==> config.mk <==
export PLATFORM = sky130hd
export DESIGN_NAME = lcr_serial
export DESIGN_NICKNAME = d
export VERILOG_FILES = /design/src/sv/lcr_pkg.sv /design/src/sv/lcr_serial.sv
export SDC_FILE = /design/constraint.sdc
export NUM_CORES = 1
export LEC_CHECK = 0
export ABC_AREA = 1
export CORE_MARGIN = 10
export CORE_UTILIZATION = 55
export DETAILED_ROUTE_END_ITERATION = 6
export DONT_BUFFER_PORTS = 1
export PLACE_DENSITY = 0.67
export SLEW_MARGIN = 10
export SYNTH_ARGS = -nofsm -noshare
export SYNTH_HDL_FRONTEND = slang
export SYNTH_SLANG_ARGS = --single-unit
==> constraint.sdc <==
create_clock -name clk -period 4.1 [get_ports clk]
set_clock_uncertainty 0.2 [all_clocks]
set_input_delay 0.615 -clock clk [delete_from_list [all_inputs] [get_ports clk]]
set_output_delay 0.615 -clock clk [all_outputs]
set_load 0.01 [all_outputs]
==> src/sv/lcr_pkg.sv <==
// shared constants and types for the load cell reader
package lcr_pkg;

    // fixed field widths
    localparam int HALF_W   = 16;
    localparam int GAIN_W   = 32;
    localparam int AVG_W    = 24;
    localparam int WEIGHT_W = 16;
    localparam int CFG_W    = 32;

    // defaults for the top level parameters
    localparam int READINGS_AVERAGED_DEFAULT = 10;
    localparam int DATA_BITS_DEFAULT         = 24;

    // register reset values
    localparam logic [HALF_W-1:0] HALF_PERIOD_RESET = 16'd80;
    localparam logic [GAIN_W-1:0] GAIN_RESET        = 32'd389;

    // register indexes
    localparam logic CFG_HALF_PERIOD = 1'b0;
    localparam logic CFG_GAIN        = 1'b1;

    // per-tick flags leaving the serial sequencer
    typedef struct packed {
        logic sck;
        logic busy;
        logic done;
        logic capture;
    } lcr_flags_t;

endpackage

==> src/sv/lcr_serial.sv <==
// serial clock sequencer, bit capture, reading accumulation and tare request tracking
module lcr_serial
    import lcr_pkg::*;
#(
    parameter int READINGS_AVERAGED = READINGS_AVERAGED_DEFAULT,
    parameter int DATA_BITS         = DATA_BITS_DEFAULT,
    parameter int CNT_W             = $clog2(READINGS_AVERAGED + 1),
    parameter int SUM_W             = DATA_BITS + CNT_W
)
(
    input  logic              clk,
    input  logic              rst_n,
    input  logic              step,
    input  logic              dout_level,
    input  logic              tare_request,
    input  logic [HALF_W-1:0] half_period,
    output lcr_flags_t        flags,
    output logic [SUM_W-1:0]  sum_total
);

    localparam int BIT_W = $clog2(DATA_BITS + 1);

    localparam logic [2:0] PH_WAIT    = 3'd0;
    localparam logic [2:0] PH_HIGH    = 3'd1;
    localparam logic [2:0] PH_LOW     = 3'd2;
    localparam logic [2:0] PH_EXTRA   = 3'd3;
    localparam logic [2:0] PH_RECOVER = 3'd4;

    logic [2:0]           phase_reg,   phase_next;
    logic [HALF_W-1:0]    tick_reg,    tick_next;
    logic [BIT_W-1:0]     bit_reg,     bit_next;
    logic [DATA_BITS-1:0] shift_reg,   shift_next;
    logic [CNT_W-1:0]     count_reg,   count_next;
    logic [SUM_W-1:0]     sum_reg,     sum_next;
    logic                 pending_reg, pending_next;

    logic [HALF_W-1:0]    hp;
    logic [HALF_W:0]      tick_inc;
    logic                 half_end;
    logic [HALF_W-1:0]    tick_after;
    logic [BIT_W:0]       bit_inc;
    logic [CNT_W:0]       count_inc;
    logic [DATA_BITS-1:0] reading;
    logic [SUM_W-1:0]     sum_new;
    logic                 pend;

    // half period timing, zero acts as one
    assign hp         = (half_period == '0) ? HALF_W'(1) : half_period;
    assign tick_inc   = {1'b0, tick_reg} + (HALF_W + 1)'(1);
    assign half_end   = (tick_inc >= {1'b0, hp});
    assign tick_after = half_end ? '0 : tick_inc[HALF_W-1:0];

    // counters and the offset binary reading
    assign bit_inc   = {1'b0, bit_reg} + (BIT_W + 1)'(1);
    assign count_inc = {1'b0, count_reg} + (CNT_W + 1)'(1);
    assign reading   = {~shift_reg[DATA_BITS-1], shift_reg[DATA_BITS-2:0]};
    assign sum_new   = sum_reg + SUM_W'(reading);
    assign pend      = pending_reg | tare_request;
    assign sum_total = sum_new;

    // phase sequencing
    always_comb
    begin
        phase_next   = phase_reg;
        tick_next    = tick_reg;
        bit_next     = bit_reg;
        shift_next   = shift_reg;
        count_next   = count_reg;
        sum_next     = sum_reg;
        pending_next = pend;
        flags        = '0;
        case (phase_reg)
            PH_WAIT:
            begin
                if (!dout_level)
                begin
                    phase_next = PH_HIGH;
                    tick_next  = '0;
                    bit_next   = '0;
                    shift_next = '0;
                end
            end
            PH_HIGH:
            begin
                flags.sck  = 1'b1;
                flags.busy = 1'b1;
                tick_next  = tick_after;
                if (half_end)
                begin
                    phase_next = PH_LOW;
                end
            end
            PH_LOW:
            begin
                flags.busy = 1'b1;
                tick_next  = tick_after;
                if (tick_reg == '0)
                begin
                    shift_next = {shift_reg[DATA_BITS-2:0], dout_level};
                end
                if (half_end)
                begin
                    bit_next   = bit_inc[BIT_W-1:0];
                    phase_next = (bit_inc >= (BIT_W + 1)'(DATA_BITS)) ? PH_EXTRA : PH_HIGH;
                end
            end
            PH_EXTRA:
            begin
                flags.sck  = 1'b1;
                flags.busy = 1'b1;
                tick_next  = tick_after;
                if (half_end)
                begin
                    phase_next = PH_RECOVER;
                    if (count_inc >= (CNT_W + 1)'(READINGS_AVERAGED))
                    begin
                        flags.done    = 1'b1;
                        flags.capture = pend;
                        pending_next  = 1'b0;
                        sum_next      = '0;
                        count_next    = '0;
                    end
                    else
                    begin
                        sum_next   = sum_new;
                        count_next = count_inc[CNT_W-1:0];
                    end
                end
            end
            PH_RECOVER:
            begin
                tick_next = tick_after;
                if (half_end)
                begin
                    phase_next = PH_WAIT;
                end
            end
            default:
            begin
                phase_next = PH_WAIT;
                tick_next  = '0;
            end
        endcase
    end

    // sequencer state
    always_ff @(posedge clk or negedge rst_n)
    begin
        if (!rst_n)
        begin
            phase_reg   <= PH_WAIT;
            tick_reg    <= '0;
            bit_reg     <= '0;
            shift_reg   <= '0;
            count_reg   <= '0;
            sum_reg     <= '0;
            pending_reg <= 1'b0;
        end
        else if (step)
        begin
            phase_reg   <= phase_next;
            tick_reg    <= tick_next;
            bit_reg     <= bit_next;
            shift_reg   <= shift_next;
            count_reg   <= count_next;
            sum_reg     <= sum_next;
            pending_reg <= pending_next;
        end
    end

endmodule

==> flow_summary.json <==
{
  "crit_family": "simple AND/OR/NAND/NOR gates",
  "required_ns": 3.28,
  "numPortBuffers": 0,
  "yosys.area_share.simple_pct": 35.6,
  "timing.final.max_slew_violations": 0,
  "layout-drive-gt1-share_pct": 4.82,
  "power.share.switching_pct": 29.7,
  "dpl.hpwl_mm": 11.8,
  "intPower_mw": 1.55,
  "cts_tree": "yes",
  "drc": 0,
  "largest_reg_flops": 28,
  "drtPass1Iterations": 5,
  "crit_path_cell_trace": "ha_1 -> nand3_2 -> inv_2 -> nand2_2 -> nor3_2 -> nand3_1 -> xor2_1 -> ha_1 -> a21o_1 -> a21oi_1 -> nand3_1 -> nor2_4 -> nand2_4 -> nand3_1 -> inv_1",
  "async_flop_share_pct": 100,
  "synth_cell_types": 36,
  "synth_top_family_by_area": "simple AND/OR/NAND/NOR gates",
  "clk-insertion-delay-late_ns": 0.35,
  "most-common-layout-cells": "nand2_1, inv_1, dfrtp_1",
  "ys_warn_count": 0,
  "cp_slowest_cell": "dfrtp_1",
  "hold_depth": 3,
  "synth-seq-cells": 81,
  "hold_viol_final": 0,
  "fin_area_um2": 6920,
  "holdWs_ns": 0.250,
  "grt_pass1_wl_mm": 26.1,
  "ys.flop_type": "dfrtp_1",
  "cp.arrival_ns": 2.99,
  "cts_buffer_depth": 2,
  "start_util_pct": 56.3,
  "status": "finished, final reports clean",
  "clkSinkCount": 81,
  "gp_congestion": 0.929,
  "cp_max_fo": 6,
  "max-cap-violations": 0,
  "reg2reg_depth": 18,
  "syn_avg_cell_area_um2": 6.47,
  "period_share_pct": 92.8,
  "drt-initial-drc-count": 341,
  "worst_pin_slew_ns": 0.782,
  "path_class": "flip-flop to output port",
  "synth_cells": 994,
  "min_path_type": "primary input to flip-flop",
  "synth_mux_area_share_pct": 0,
  "power.density_nw_per_um2": 318,
  "finish.utilization_pct": 60.6,
  "layout_commonest_cell": "nand2_1",
  "n_antenna_cell": 0,
  "core_um2": 11400,
  "routed_wirelength_mm": 15.2,
  "overflow": 0,
  "pwr-share-comb_pct": 18.0,
  "clkTransAtPathRegs_ns": 0.06,
  "synthXorXnorAreaFrac_pct": 3.81,
  "critPathBufInv": 2,
  "worst_setup_path_end_kind": "output port",
  "syn2layout_area_growth_pct": 7.67,
  "power.switching_uw": 654,
  "clk_root_buffer_cell": "clkbuf_16",
  "grt_max_degree": 82,
  "grt_use_total_pct": 19.4,
  "multi_input_area_um2": 3630,
  "synth-edff-count": 0,
  "place_area_um2": 6550,
  "dp_cells": 1122,
  "p_seq_share_pct": 39.8,
  "synth_nets": 1062,
  "path_common_cell": "nand3_1",
  "ir_worst_vdd_mv": 0.235,
  "fillerInstances": 1136,
  "drt-vias-per-instance": 4.96,
  "die-height_um": 128,
  "row_count": 39,
  "die_w_um": 128,
  "p_leak_nw": 4.02,
  "syn_area_um2": 6430,
  "ant_nets": 0,
  "grt_pass1_vias": 5517,
  "synth-seq-area-share_pct": 31.5,
  "cp_num_cells": 15,
  "nets": 1060,
  "finalCriticalPeriod_ns": 3.81,
  "synth-compound-area-share_pct": 7.55,
  "post-cts-setup-buffers": 0,
  "routedWlPerCell_um": 13.4,
  "ios": 53,
  "pwr-share-clk_pct": 42.2,
  "antenna_found_initial": 0,
  "setup_viol": 0,
  "synth-adder-area-share_pct": 9.26,
  "max_freq_ghz": 0.263,
  "critPathLaunchType": "flip-flop",
  "relSlewSlack_pct": 47.8,
  "vias": 5644,
  "die_area_um2": 16400,
  "max_stage_delay_ns": 0.42,
  "fin_tns_setup_ns": 0,
  "numCtsBuffers": 9,
  "htreeDepth": 3,
  "regArea_um2": 2030,
  "fin_cells": 1138
}
==> power by group through the flow <==
| stage | clock network [mW] | logic [mW] | registers [mW] |
|---|---|---|---|
| floorplan | 0 | 0.285 | 0.880 |
| global placement | 0 | 0.379 | 0.890 |
| detailed placement | 0 | 0.380 | 0.890 |
| CTS | 0.946 | 0.402 | 0.876 |
| global route | 0.976 | 0.459 | 0.884 |
| finish | 0.931 | 0.397 | 0.876 |
==> cell usage after synthesis, types with 3 or more instances <==
| cell type | n | area share [%] |
|---|---|---|
| xnor2_1 | 11 | 1.5 |
| nor4_1 | 7 | 0.68 |
| nand2_2 | 6 | 0.58 |
| buf_2 | 6 | 0.47 |
| inv_1 | 179 | 10 |
| xor2_1 | 17 | 2.3 |
| o21ai_2 | 4 | 0.54 |
| o22ai_1 | 5 | 0.49 |
| buf_1 | 3 | 0.18 |
| o21ai_1 | 6 | 0.47 |
| nand3_1 | 48 | 3.7 |
| or2_2 | 6 | 0.58 |
| nand3b_1 | 3 | 0.35 |
| a21oi_1 | 15 | 1.2 |
| dfrtp_1 | 81 | 32 |
| and2_1 | 7 | 0.68 |
| nor3_1 | 5 | 0.39 |
| o21ai_0 | 55 | 4.3 |
| a21o_1 | 3 | 0.35 |
| ha_1 | 46 | 8.9 |
| clkbuf_1 | 7 | 0.41 |
| nor2_1 | 60 | 3.5 |
| nand4_1 | 12 | 1.2 |
| nand2_1 | 385 | 22 |
==> area by class of cell <==
cell class	instances	share of cell area, %
clock buffer	11	3.51
multi-input combinational	713	52.4
inverter	181	9.81
clock inverter	3	1.30
sequential	81	29.3
timing repair buffer	6	1.16
tap	143	2.58
==> cell families after synthesis <==
family,count (synthesis)
xor gates and xnor gates,28
and+or+nand+nor,548
adders and majority gates,47
buffers and inverters,200
AOI/OAI and AO/OA,90
DFF,81
==> worst register-to-register path, delay by kind of cell, from the launching register on <==
family | cells | cell delay (ns)
buf+inv | 3 | 0.49
fa+ha+maj | 2 | 0.53
simple gates | 11 | 1.41
xor+xnor | 1 | 0.18
flops | 1 | 0.42
compound gates | 1 | 0.08
==> repair_timing <==
action	CTS	global route
endpoints found under the hold margin	81	0
endpoints found under the setup margin	0	2
gates resized for setup	0	2
hold buffers	2	0
==> path summary, 6_finish.rpt <==
path                        startpoint           to  slack, ns
setup / recovery           tick_reg[0]     flags[1]       0.29
hold / removal                    step  pending_reg       0.25
setup reg to reg           tick_reg[0]   sum_reg[5]       0.68
hold reg to reg            pending_reg  pending_reg       0.29
max in group asynchronous        rst_n  sum_reg[22]       2.74
min in group asynchronous        rst_n  tick_reg[8]       0.63
==> metrics by stage <==
stage,worst slack (ns),power (mW)
final,0.294,2.20
after global routing,-0.00103,2.32
after CTS,0.168,2.22
after detailed placement,0.537,1.27
after global placement,0.640,1.27
after floorplan,0.800,1.17
==> routing by layer <==
layer	share of wire [%]	wire length [um]	GRT usage, %
met1	46	7070	24.2
met2	47	7120	32.5
met3	5.2	799	4.30
met4	1.6	239	6.49
met5	0	0	0
Note: power is estimated with default switching activity, not from simulation.
